--- src/rtl/core/isrs_pkg.sv ---
`timescale 1ns / 1ps
`default_nettype none

package isrs_pkg;

  localparam int unsigned SCALE_W   = 4;
  localparam int unsigned SRC_DIM_W = 13;
  localparam int unsigned SRC_POS_W = 12;
  localparam int unsigned DEST_W    = 15;
  localparam int unsigned DWIDTH_W  = 16;
  localparam int unsigned ADDR_W    = 30;
  localparam int unsigned PIX_W     = 32;
  localparam int unsigned OUT_DATA_W = 96;
  localparam int unsigned CFG_ADDR_W = 4;
  localparam int unsigned CFG_DATA_W = 32;

  localparam logic [1:0] REG_SCALE  = 2'd0;
  localparam logic [1:0] REG_WIDTH  = 2'd1;
  localparam logic [1:0] REG_HEIGHT = 2'd2;

  localparam logic [SCALE_W-1:0]   SCALE_RST  = 4'd2;
  localparam logic [SRC_DIM_W-1:0] WIDTH_RST  = 13'd640;
  localparam logic [SRC_DIM_W-1:0] HEIGHT_RST = 13'd480;

  typedef enum logic [1:0] {
    ST_IDLE,
    ST_PREP,
    ST_EMIT
  } state_t;

  typedef struct packed {
    logic load;
    logic prep;
    logic advance;
  } ctrl_cmd_t;

  typedef struct packed {
    logic run_last;
    logic frame_end;
  } dp_status_t;

endpackage

`default_nettype wire

--- src/rtl/core/isrs_ctrl.sv ---
`timescale 1ns / 1ps
`default_nettype none

module isrs_ctrl
  import isrs_pkg::*;
(
  input  wire logic       clk,
  input  wire logic       rst_n,
  input  wire logic       in_tvalid,
  output logic            in_tready,
  output logic            out_tvalid,
  input  wire logic       out_tready,
  input  wire dp_status_t status,
  output ctrl_cmd_t       cmd
);

  state_t state_r;
  state_t state_nxt;

  always_ff @(posedge clk) begin
    if (!rst_n) begin
      state_r <= ST_IDLE;
    end else begin
      state_r <= state_nxt;
    end
  end

  always_comb begin
    state_nxt   = state_r;
    in_tready   = 1'b0;
    out_tvalid  = 1'b0;
    cmd         = '0;
    case (state_r)
      ST_IDLE: begin
        in_tready = 1'b1;
        if (in_tvalid) begin
          cmd.load  = 1'b1;
          state_nxt = ST_PREP;
        end
      end
      ST_PREP: begin
        cmd.prep  = 1'b1;
        state_nxt = ST_EMIT;
      end
      ST_EMIT: begin
        out_tvalid = 1'b1;
        if (out_tready) begin
          cmd.advance = 1'b1;
          if (status.run_last) begin
            state_nxt = ST_IDLE;
          end
        end
      end
      default: begin
        state_nxt = ST_IDLE;
      end
    endcase
  end

  a_excl_valid_ready: assert property (@(posedge clk) disable iff (!rst_n)
    !(out_tvalid && in_tready))
    else $error("input and output sides active together");

  a_load_then_prep: assert property (@(posedge clk) disable iff (!rst_n)
    cmd.load |=> cmd.prep)
    else $error("load not followed by address preparation");

  a_run_end_idle: assert property (@(posedge clk) disable iff (!rst_n)
    (cmd.advance && status.run_last) |=> in_tready)
    else $error("block not idle after final write of a run");

endmodule

`default_nettype wire

--- src/rtl/core/isrs_datapath.sv ---
`timescale 1ns / 1ps
`default_nettype none

module isrs_datapath
  import isrs_pkg::*;
#(
  parameter int unsigned MAX_SCALE         = 8,
  parameter int unsigned MAX_SOURCE_WIDTH  = 4096,
  parameter int unsigned MAX_SOURCE_HEIGHT = 4096
) (
  input  wire logic                 clk,
  input  wire logic                 rst_n,
  input  wire ctrl_cmd_t            cmd,
  input  wire logic [SCALE_W-1:0]   scale_cfg,
  input  wire logic [SRC_DIM_W-1:0] width_cfg,
  input  wire logic [SRC_DIM_W-1:0] height_cfg,
  input  wire logic [PIX_W-1:0]     pixel_in,
  output dp_status_t                status,
  output logic [DEST_W-1:0]         dest_column,
  output logic [DEST_W-1:0]         dest_row,
  output logic [ADDR_W-1:0]         dest_address,
  output logic [PIX_W-1:0]          pixel_out
);

  localparam int unsigned OFS_W = (MAX_SCALE > 1) ? $clog2(MAX_SCALE) : 1;

  logic [SCALE_W-1:0]   scale_c;
  logic [SRC_DIM_W-1:0] width_c;
  logic [SRC_DIM_W-1:0] height_c;
  logic                 row_last;
  logic                 frame_last;
  logic                 col_wrap;

  logic [SRC_POS_W-1:0] src_col_r;
  logic [SRC_POS_W-1:0] src_row_r;
  logic [SCALE_W-1:0]   scale_r;
  logic                 frame_last_r;
  logic [OFS_W-1:0]     ox_r;
  logic [OFS_W-1:0]     oy_r;
  logic [DEST_W-1:0]    base_x_r;
  logic [DEST_W-1:0]    dx_r;
  logic [DEST_W-1:0]    dy_r;
  logic [DWIDTH_W-1:0]  dest_w_r;
  logic [ADDR_W-1:0]    addr_r;
  logic [ADDR_W-1:0]    row_addr_r;
  logic [PIX_W-1:0]     pix_r;

  always_comb begin
    if (scale_cfg == '0) begin
      scale_c = SCALE_W'(1);
    end else if (scale_cfg > SCALE_W'(MAX_SCALE)) begin
      scale_c = SCALE_W'(MAX_SCALE);
    end else begin
      scale_c = scale_cfg;
    end
    if (width_cfg == '0) begin
      width_c = SRC_DIM_W'(1);
    end else if (width_cfg > SRC_DIM_W'(MAX_SOURCE_WIDTH)) begin
      width_c = SRC_DIM_W'(MAX_SOURCE_WIDTH);
    end else begin
      width_c = width_cfg;
    end
    if (height_cfg == '0) begin
      height_c = SRC_DIM_W'(1);
    end else if (height_cfg > SRC_DIM_W'(MAX_SOURCE_HEIGHT)) begin
      height_c = SRC_DIM_W'(MAX_SOURCE_HEIGHT);
    end else begin
      height_c = height_cfg;
    end
  end

  assign row_last   = ({1'b0, src_col_r} + SRC_DIM_W'(1)) >= width_c;
  assign frame_last = row_last && (({1'b0, src_row_r} + SRC_DIM_W'(1)) >= height_c);
  assign col_wrap   = (SCALE_W'(ox_r) + SCALE_W'(1)) == scale_r;

  assign status.run_last  = col_wrap && ((SCALE_W'(oy_r) + SCALE_W'(1)) == scale_r);
  assign status.frame_end = status.run_last && frame_last_r;

  // source position counters
  always_ff @(posedge clk) begin
    if (!rst_n) begin
      src_col_r <= '0;
      src_row_r <= '0;
    end else if (cmd.load) begin
      if (row_last) begin
        src_col_r <= '0;
        src_row_r <= frame_last ? '0 : src_row_r + SRC_POS_W'(1);
      end else begin
        src_col_r <= src_col_r + SRC_POS_W'(1);
      end
    end
  end

  always_ff @(posedge clk) begin
    if (cmd.load) begin
      pix_r        <= pixel_in;
      scale_r      <= scale_c;
      frame_last_r <= frame_last;
      ox_r         <= '0;
      oy_r         <= '0;
      base_x_r     <= DEST_W'(src_col_r) * DEST_W'(scale_c);
      dy_r         <= DEST_W'(src_row_r) * DEST_W'(scale_c);
      dest_w_r     <= DWIDTH_W'(width_c) * DWIDTH_W'(scale_c);
    end else if (cmd.prep) begin
      dx_r       <= base_x_r;
      addr_r     <= ADDR_W'(dy_r) * ADDR_W'(dest_w_r) + ADDR_W'(base_x_r);
      row_addr_r <= ADDR_W'(dy_r) * ADDR_W'(dest_w_r) + ADDR_W'(base_x_r);
    end else if (cmd.advance) begin
      if (col_wrap) begin
        ox_r       <= '0;
        oy_r       <= oy_r + OFS_W'(1);
        dx_r       <= base_x_r;
        dy_r       <= dy_r + DEST_W'(1);
        row_addr_r <= row_addr_r + ADDR_W'(dest_w_r);
        addr_r     <= row_addr_r + ADDR_W'(dest_w_r);
      end else begin
        ox_r   <= ox_r + OFS_W'(1);
        dx_r   <= dx_r + DEST_W'(1);
        addr_r <= addr_r + ADDR_W'(1);
      end
    end
  end

  assign dest_column  = dx_r;
  assign dest_row     = dy_r;
  assign dest_address = addr_r;
  assign pixel_out    = pix_r;

  a_load_clears_offsets: assert property (@(posedge clk) disable iff (!rst_n)
    cmd.load |=> (ox_r == '0) && (oy_r == '0))
    else $error("offsets not cleared on load");

  a_step_in_row: assert property (@(posedge clk) disable iff (!rst_n)
    (cmd.advance && !col_wrap) |=>
      (addr_r == ADDR_W'($past(addr_r) + ADDR_W'(1))) && (dy_r == $past(dy_r)))
    else $error("address or row wrong within a replicated row");

  a_step_next_row: assert property (@(posedge clk) disable iff (!rst_n)
    (cmd.advance && col_wrap) |=> (dx_r == base_x_r) && (addr_r == row_addr_r))
    else $error("row restart inconsistent");

endmodule

`default_nettype wire

--- src/rtl/core/integer_pixel_replication_scaler_core.sv ---
// Per source pixel the core takes the request in the idle state, forms the start address
//   in the prep state, then makes one write per cycle in emit while out_tready is high.
// The first write is offered once the request is accepted and the prep state has passed;
//   a new source pixel is taken only after its run of writes is done.
// The run of writes is set by the scale*scale emit sequence of the datapath.
// Reset (rst_n, synchronous, active low): idle, position counters zero, scale 2, 640x480.
`timescale 1ns / 1ps
`default_nettype none

module integer_pixel_replication_scaler_core
  import isrs_pkg::*;
#(
  parameter int unsigned MAX_SCALE         = 8,
  parameter int unsigned MAX_SOURCE_WIDTH  = 4096,
  parameter int unsigned MAX_SOURCE_HEIGHT = 4096
) (
  input  wire logic                  clk,
  input  wire logic                  rst_n,
  input  wire logic                  in_tvalid,
  output logic                       in_tready,
  input  wire logic [PIX_W-1:0]      in_tdata,   // [31:0] pixel_value
  output logic                       out_tvalid,
  input  wire logic                  out_tready,
  output logic [OUT_DATA_W-1:0]      out_tdata,  // dest_column, dest_row, dest_address, pixel_out
  output logic                       out_tlast,
  output logic                       out_tuser,  // frame_end
  input  wire logic                  cfg_psel,
  input  wire logic                  cfg_penable,
  input  wire logic                  cfg_pwrite,
  input  wire logic [CFG_ADDR_W-1:0] cfg_paddr,
  input  wire logic [CFG_DATA_W-1:0] cfg_pwdata,
  output logic [CFG_DATA_W-1:0]      cfg_prdata,
  output logic                       cfg_pready
);

  logic [SCALE_W-1:0]   scale_r;
  logic [SRC_DIM_W-1:0] width_r;
  logic [SRC_DIM_W-1:0] height_r;
  logic                 cfg_wr;
  logic [1:0]           cfg_idx;

  ctrl_cmd_t  cmd;
  dp_status_t status;

  logic [DEST_W-1:0] dest_column;
  logic [DEST_W-1:0] dest_row;
  logic [ADDR_W-1:0] dest_address;
  logic [PIX_W-1:0]  pixel_out;

  assign cfg_pready = 1'b1;
  assign cfg_wr     = cfg_psel && cfg_penable && cfg_pwrite && cfg_pready;
  assign cfg_idx    = cfg_paddr[3:2];

  always_ff @(posedge clk) begin
    if (!rst_n) begin
      scale_r  <= SCALE_RST;
      width_r  <= WIDTH_RST;
      height_r <= HEIGHT_RST;
    end else if (cfg_wr) begin
      case (cfg_idx)
        REG_SCALE:  scale_r  <= cfg_pwdata[SCALE_W-1:0];
        REG_WIDTH:  width_r  <= cfg_pwdata[SRC_DIM_W-1:0];
        REG_HEIGHT: height_r <= cfg_pwdata[SRC_DIM_W-1:0];
        default: begin
        end
      endcase
    end
  end

  always_comb begin
    case (cfg_idx)
      REG_SCALE:  cfg_prdata = CFG_DATA_W'(scale_r);
      REG_WIDTH:  cfg_prdata = CFG_DATA_W'(width_r);
      REG_HEIGHT: cfg_prdata = CFG_DATA_W'(height_r);
      default:    cfg_prdata = '0;
    endcase
  end

  isrs_ctrl u_ctrl (
    .clk        (clk),
    .rst_n      (rst_n),
    .in_tvalid  (in_tvalid),
    .in_tready  (in_tready),
    .out_tvalid (out_tvalid),
    .out_tready (out_tready),
    .status     (status),
    .cmd        (cmd)
  );

  isrs_datapath #(
    .MAX_SCALE         (MAX_SCALE),
    .MAX_SOURCE_WIDTH  (MAX_SOURCE_WIDTH),
    .MAX_SOURCE_HEIGHT (MAX_SOURCE_HEIGHT)
  ) u_datapath (
    .clk          (clk),
    .rst_n        (rst_n),
    .cmd          (cmd),
    .scale_cfg    (scale_r),
    .width_cfg    (width_r),
    .height_cfg   (height_r),
    .pixel_in     (in_tdata),
    .status       (status),
    .dest_column  (dest_column),
    .dest_row     (dest_row),
    .dest_address (dest_address),
    .pixel_out    (pixel_out)
  );

  assign out_tdata = {4'b0000, pixel_out, dest_address, dest_row, dest_column};
  assign out_tlast = status.run_last;
  assign out_tuser = status.frame_end;

endmodule

`default_nettype wire
--- config.mk ---
export PLATFORM = sky130hd
export DESIGN_NAME = integer_pixel_replication_scaler_core
export DESIGN_NICKNAME = d
export VERILOG_FILES = /design/src/rtl/core/isrs_pkg.sv /design/src/rtl/core/isrs_ctrl.sv /design/src/rtl/core/isrs_datapath.sv /design/src/rtl/core/integer_pixel_replication_scaler_core.sv
export SDC_FILE = /design/constraint.sdc
export NUM_CORES = 1
export LEC_CHECK = 0
export BUFFER_PORTS_ARGS = -buffer_cell sky130_fd_sc_hd__buf_2
export CAP_MARGIN = 10
export CORE_UTILIZATION = 40
export CTS_CLUSTER_SIZE = 24
export DETAILED_ROUTE_END_ITERATION = 7
export PLACE_DENSITY = 0.65
export SYNTH_ARGS = -nofsm -noshare
export SYNTH_HDL_FRONTEND = slang
export SYNTH_SLANG_ARGS = --single-unit
--- constraint.sdc ---
create_clock -name clk -period 7.22 [get_ports clk]
set_input_delay 1.083 -clock clk [delete_from_list [all_inputs] [get_ports clk]]
set_output_delay 1.083 -clock clk [all_outputs]
set_load 0.02 [all_outputs]
==> results of run 1 <==
-- power groups by stage --
stage	clock network (uW)	registers [uW]	logic (uW)
after floorplan	0	1790	5690
after global placement	0	1770	7690
after detailed placement	0	1770	7740
after CTS	1470	1750	7790
after global routing	1510	1770	8700
final	1440	1750	7710
-- final cells by class --
class                      instances  share of cell area [%]
clock inverter                    20                  0.9255
clock buffer                      29                   2.539
inverter                         347                   4.846
tap                              782                   3.637
timing repair buffer             197                   3.991
multi-input combinational       2002                   61.81
sequential                       220                   22.25
-- synthesized netlist by cell type (19+ instances only) --
cell / instances
nand4_1: 26
clkbuf_1: 120
fa_1: 256
a21boi_0: 30
nor2b_1: 27
edfxtp_1: 158
and3_1: 38
a21o_1: 34
xnor2_1: 103
nand3_1: 69
nand2_1: 437
buf_4: 25
mux2i_1: 19
o21ai_0: 98
nor2_1: 91
a21oi_1: 73
xor2_1: 73
o21a_1: 21
ha_1: 204
nor3_1: 27
inv_1: 347
dfxtp_1: 62
and2_1: 158
-- cell families (layout without fill, tap and decap cells) --
| group | count (synthesis) | after routing | share of synthesized area, % |
|---|---|---|---|
| AO/OA/AOI/OAI | 378 | 378 | 10.31 |
| XOR/XNOR | 176 | 176 | 6.291 |
| adder cells (fa/ha/maj) | 460 | 460 | 31.33 |
| buffers and inverters | 503 | 593 | 8.144 |
| flip-flops | 220 | 220 | 24.43 |
| multiplexers | 22 | 22 | 0.9139 |
| other | 2 | 24 | 0.03065 |
| AND/OR/NAND/NOR | 942 | 942 | 18.55 |
-- per-stage QoR --
step	hold slack, ps	total power, uW	setup slack [ps]	area (sq um)
3_5_place_dp	476.9	9513	665.4	25970
5_1_grt	526.7	11980	275.9	26900
3_3_place_gp	470.6	9465	676.8	25970
4_1_cts	488.1	11010	648.6	26900
6_report	493.0	10900	640.7	26900
2_1_floorplan	453.1	7477	931.6	24590
-- tightest hold or removal path, delay by kind of cell, from the launching register on --
kind            cells  cell delay, ps
simple gates        1              60
compound gates      1              50
flops               1             330
-- worst max-delay path by stage --
stage | start | to | slack (ps) | depth (start not counted)
after floorplan | u_datapath.dest_row[8] | u_datapath.row_addr_r[29] | 930 | 22
after global placement | u_datapath.dest_w_r[6] | u_datapath.dest_address[18] | 680 | 20
after detailed placement | u_datapath.dest_w_r[6] | u_datapath.dest_address[18] | 670 | 20
after CTS | u_datapath.dest_row[0] | u_datapath.dest_address[22] | 650 | 19
after global routing | u_datapath.dest_w_r[6] | u_datapath.dest_address[22] | 280 | 21
final | u_datapath.dest_w_r[6] | u_datapath.dest_address[18] | 640 | 20
-- sequential cells by signal, indices dropped and copies added, names as in the netlist, 13 cells and up --
signal,flops
u_datapath.pixel_out,32
u_datapath.dest_address,30
u_datapath.row_addr_r,30
u_datapath.dest_w_r,16
u_datapath.base_x_r,15
u_datapath.dest_column,15
u_datapath.dest_row,15
height_r,13
width_r,13
-- per-layer routing --
metal,vias up,wire (um)
met4,0,1105
met3,65,2151
met5,-,0
met1,9056,27760
li1,9020,-
met2,364,28070
==> reports/results.ini, run 1 <==
[run_status]
status=complete, no violations

[die]
die_h_um=249.5
start_util_pct=40.52
coreArea_sq_um=60470
die-area_sq_um=62260
ios=208
die_w_um=249.5
rows=90

[synthesis]
synth_cell_types=78
yosysSeqAreaShare_pct=24.43
ys.flop_type=edfxtp_1
synthArstFlopShare_pct=0
synth_edf_count=158
avgSynthCellArea_sq_um=9.066
synth_area_leaders=fa_1 (21%), edfxtp_1 (19%), ha_1 (10%)
netlist_area_sq_um=24500
ys_ff_latch=220
synth_top_cell_area_share_pct=20.91
synth_top_area_cell=fa_1
synth_cells=2703
ys_warn_count=0

[worst_setup_path]
slowest_delay_ps=710
crit_fanout=16
worstPathCellList=and2_1 > fa_1 > inv_1 > fa_1 > inv_1 > fa_1 > inv_1 > fa_1 > inv_1 > fa_1 > inv_1 > fa_1 > inv_1 > ha_1 > o21a_1 > o21ai_0 > o221a_2 > o21ai_1 > xnor2_1 > o221ai_1
path_delay_family=adder cells
critical_path_buf_inv_count=6
path_class=reg2reg
cp-start-kind=flop
r2r_start=u_datapath.dest_w_r[6]
crit_path_end_kind=flop
cp.required_ps=7520
arrival_ps=6880
reg2reg_to=u_datapath.dest_address[18]
r2r_cells=20
reg2reg_slack_ps=640
critical-path-slowest-cell=edfxtp_1

[worst_hold_path]
whs_path_depth=2
whs_endpoint=u_datapath.ox_r[1]
hold_path_class=reg2reg
min-delay-start=u_datapath.ox_r[1]

[global_route]
use_met1_pct=26.63
grt_antenna_before_repair=0
met3_usage_pct=1.898
grt_max_degree=78
overflow=0
grt_usage_pct=19.20
first_global_vias=18570
gr-usage-met2_pct=32.47
grt_busiest_layer=met2
grt_pass1_wl_mm=98.19

[placed_design]
gp_congestion=0.8732
dp_cells=3548
dp_hpwl_mm=45.95
portBuffers=162

[timing]
hold_viol_final=0
setup_viol=0
tightest_slew_ps=1112
tns_ps=0
slew_headroom_pct=25.61
max_freq_ghz=0.1520
finalCriticalPeriod_ps=6579
rsz0062_at_grt=no
drv_slew=0
fin_worst_skew_ps=15.30
fin_crit_sh_pct=91.13

[route]
ant_nets=0
wirelength_mm=59.09
avgRoutedWirePerCell_um=16.43
vias_per_cell=5.145
detail_route.iter0.violations=1189
dr.pass1.iters=5
vias=18510
drcViolationCount=0

[clock_tree]
cts_setup_buffers=0
htree_levels=1
clock_sinks=220
cts_root_buffer=clkbuf_16
numCtsBuffers=27
hold_buffers=0
insertion_delay_ps=580
clk_pin_slew_ps=60
cts_tree=done
cts_resized=0
cts.path.max_buffers=3

[layout]
diodes=0
area_delta_synth_final_pct=9.783
n_fill_cell=5830
final_common_cell=nand2_1
seqCellArea_sq_um=5986
fin_util_pct=44.49
nNetsFinal=3330
stdcell_count=3597
multi_input_area_sq_um=16630
layout-drive-gt1-share_pct=10.05
final_cell_mix=nand2_1 (435), inv_1 (346), fa_1 (256)

[pwr]
power_density_nw_per_um2=405.4
max-vdd-ir-drop_mv=0.5935
p_switching_uw=5512
p_comb_share_pct=70.7
intPower_uw=5392
clock_power_share_pct=13.2
leakage_uw=0.01259
p_sw_share_pct=50.55
p_seq_share_pct=16.0

[flow_run]
drv_cap=0

Power figures use the tool's default switching activity.
==> run 2: changes to the inputs <==
--- a/config.mk
+++ b/config.mk
@@ -10,7 +10,7 @@
 export CORE_UTILIZATION = 40
 export CTS_CLUSTER_SIZE = 24
 export DETAILED_ROUTE_END_ITERATION = 7
-export PLACE_DENSITY = 0.65
+export PLACE_DENSITY_LB_ADDON = 0.15
 export SYNTH_ARGS = -nofsm -noshare
 export SYNTH_HDL_FRONTEND = slang
 export SYNTH_SLANG_ARGS = --single-unit
==> reports/results.ini, run 2 (synthesis gave the netlist of run 1 again) <==
[layout]
largest_register_ff_count=32  ; unchanged
final_cell_mix=nand2_1 (435), inv_1 (346), fa_1 (256)  ; unchanged
final_common_cell=nand2_1  ; unchanged
area_delta_synth_final_pct=10.02  ; was 9.783%
layout-drive-gt1-share_pct=10.06  ; was 10.05%
nNetsFinal=3336  ; was 3330
diodes=0  ; unchanged
stdcell_area_sq_um=26960  ; was 26900 sq um
n_fill_cell=5889  ; was 5830

[global_route]
grt_usage_pct=20.27  ; was 19.20%
grt_antenna_before_repair=0  ; unchanged
grt_max_degree=94  ; was 78
overflow=0  ; unchanged
grt_pass1_wl_mm=102.2  ; was 98.19 mm
first_global_vias=19270  ; was 18570

[route]
detail_route.iter0.violations=924  ; was 1189
vias_per_cell=5.151  ; was 5.145
avgRoutedWirePerCell_um=17.59  ; was 16.43 um
ant_nets=0  ; unchanged
drcViolationCount=0  ; unchanged
vias=18570  ; was 18510
wirelength_mm=63.40  ; was 59.09 mm
dr.pass1.iters=7  ; was 5

[timing]
hold_viol_final=0  ; unchanged
setup_viol=0  ; unchanged
slew_headroom_pct=22.56  ; was 25.61%
tightest_slew_ps=1158  ; was 1112 ps
tns_ps=0  ; unchanged
fin_worst_skew_ps=16.35  ; was 15.30 ps
max_freq_ghz=0.1474  ; was 0.1520 GHz
rsz0062_at_grt=no  ; unchanged
finalCriticalPeriod_ps=6785  ; was 6579 ps
hold_slack_ps=491.9  ; was 493.0 ps
fin_crit_sh_pct=93.98  ; was 91.13%
drv_slew=0  ; unchanged

[clock_tree]
numCtsBuffers=28  ; was 27
htree_levels=1  ; unchanged
cts.path.max_buffers=3  ; unchanged
hold_buffers=0  ; unchanged
cts_setup_buffers=0  ; unchanged
clk_pin_slew_ps=70  ; was 60 ps
clock_sinks=220  ; unchanged
cts_root_buffer=clkbuf_16  ; unchanged
cts_tree=done  ; unchanged
cts_resized=0  ; unchanged
insertion_delay_ps=590  ; was 580 ps

[die]
die-area_sq_um=62260  ; unchanged
ios=208  ; unchanged
rows=90  ; unchanged
die_h_um=249.5  ; unchanged
die_w_um=249.5  ; unchanged
start_util_pct=40.52  ; unchanged
coreArea_sq_um=60470  ; unchanged

[placed_design]
portBuffers=162  ; unchanged
gp_congestion=0.8331  ; was 0.8732
dp_hpwl_mm=49.51  ; was 45.95 mm
postPlaceCellArea_sq_um=26000  ; was 25970 sq um

[worst_setup_path]
path_class=reg2reg  ; unchanged
arrival_ps=7090  ; was 6880 ps
cp-start-kind=flop  ; unchanged
r2r_start=u_datapath.dest_w_r[5]  ; was u_datapath.dest_w_r[6]
crit_path_end_kind=flop  ; unchanged
crit_fanout=16  ; unchanged
cp.required_ps=7530  ; was 7520 ps
reg2reg_slack_ps=430  ; was 640 ps
worstSetupStartpoint=u_datapath.dest_w_r[5]  ; was u_datapath.dest_w_r[6]

[pwr]
finalPower_uw=11240  ; was 10900 uW
leakage_uw=0.01262  ; was 0.01259 uW
max-vdd-ir-drop_mv=0.7240  ; was 0.5935 mV
power_density_nw_per_um2=416.9  ; was 405.4 nW/um^2

[flow_run]
drv_cap=0  ; unchanged

[worst_hold_path]
min-delay-start=u_datapath.ox_r[1]  ; unchanged
hold_path_class=reg2reg  ; unchanged

[run_status]
status=complete, no violations  ; unchanged

-- run 2: power by group --
part / switching (uW) / total [uW] / leakage [uW] / internal (uW)
registers: 168 / 1760 / 0.00200 / 1590
clock network: 611 / 1470 / 0.000453 / 864
logic: 5040 / 8000 / 0.0102 / 2970
total: 5810 / 11200 / 0.0126 / 5430
-- run 2: path summary, 6_finish.rpt --
kind	endpoint	cells past startpoint
min reg2reg	u_datapath.ox_r[1]	2
max reg2reg	u_datapath.dest_address[18]	20
min	u_datapath.ox_r[1]	2
max	u_datapath.dest_address[18]	20
-- run 2: cell type report --
type | count | area, sq um | area share, %
Inverter | 347 | 1304 | 4.836
Timing Repair Buffer | 202 | 1111 | 4.121
Clock inverter | 12 | 182.7 | 0.6776
Multi-Input combinational cell | 2002 | 16620 | 61.66
Clock buffer | 40 | 775.7 | 2.877
Sequential cell | 220 | 5986 | 22.20
Tap cell | 782 | 978.4 | 3.629
-- run 2: worst max-delay path, stage by stage, from the launching register on --
cell,delay [ps]
edfxtp_1,730
and2_1,310
fa_1,540
inv_1,60
fa_1,530
inv_1,60
fa_1,490
inv_1,50
fa_1,480
inv_1,60
fa_1,530
inv_1,50
fa_1,530
inv_1,50
ha_1,330
o21a_1,270
o21ai_0,400
o221a_2,290
o21ai_1,70
xnor2_1,490
o221ai_1,190
-- run 2: layer usage --
metal,global-route usage (%),vias to the layer above,share of wire (%)
met1,26.73,9185,45
li1,-,9026,-
met3,2.013,77,3.1
met2,35.44,281,49
met5,0,-,0
met4,5.238,0,2.5
-- run 2: metrics by stage --
step | instances | worst slack, ps | utilization [%]
detailed placement | 3553 | 502.9 | 43.00
global placement | 3553 | 540.0 | 43.00
global route | 3605 | 131.0 | 44.59
floorplan | 2725 | 931.6 | -
CTS | 3605 | 478.9 | 44.59
finish | 3605 | 434.6 | 44.59
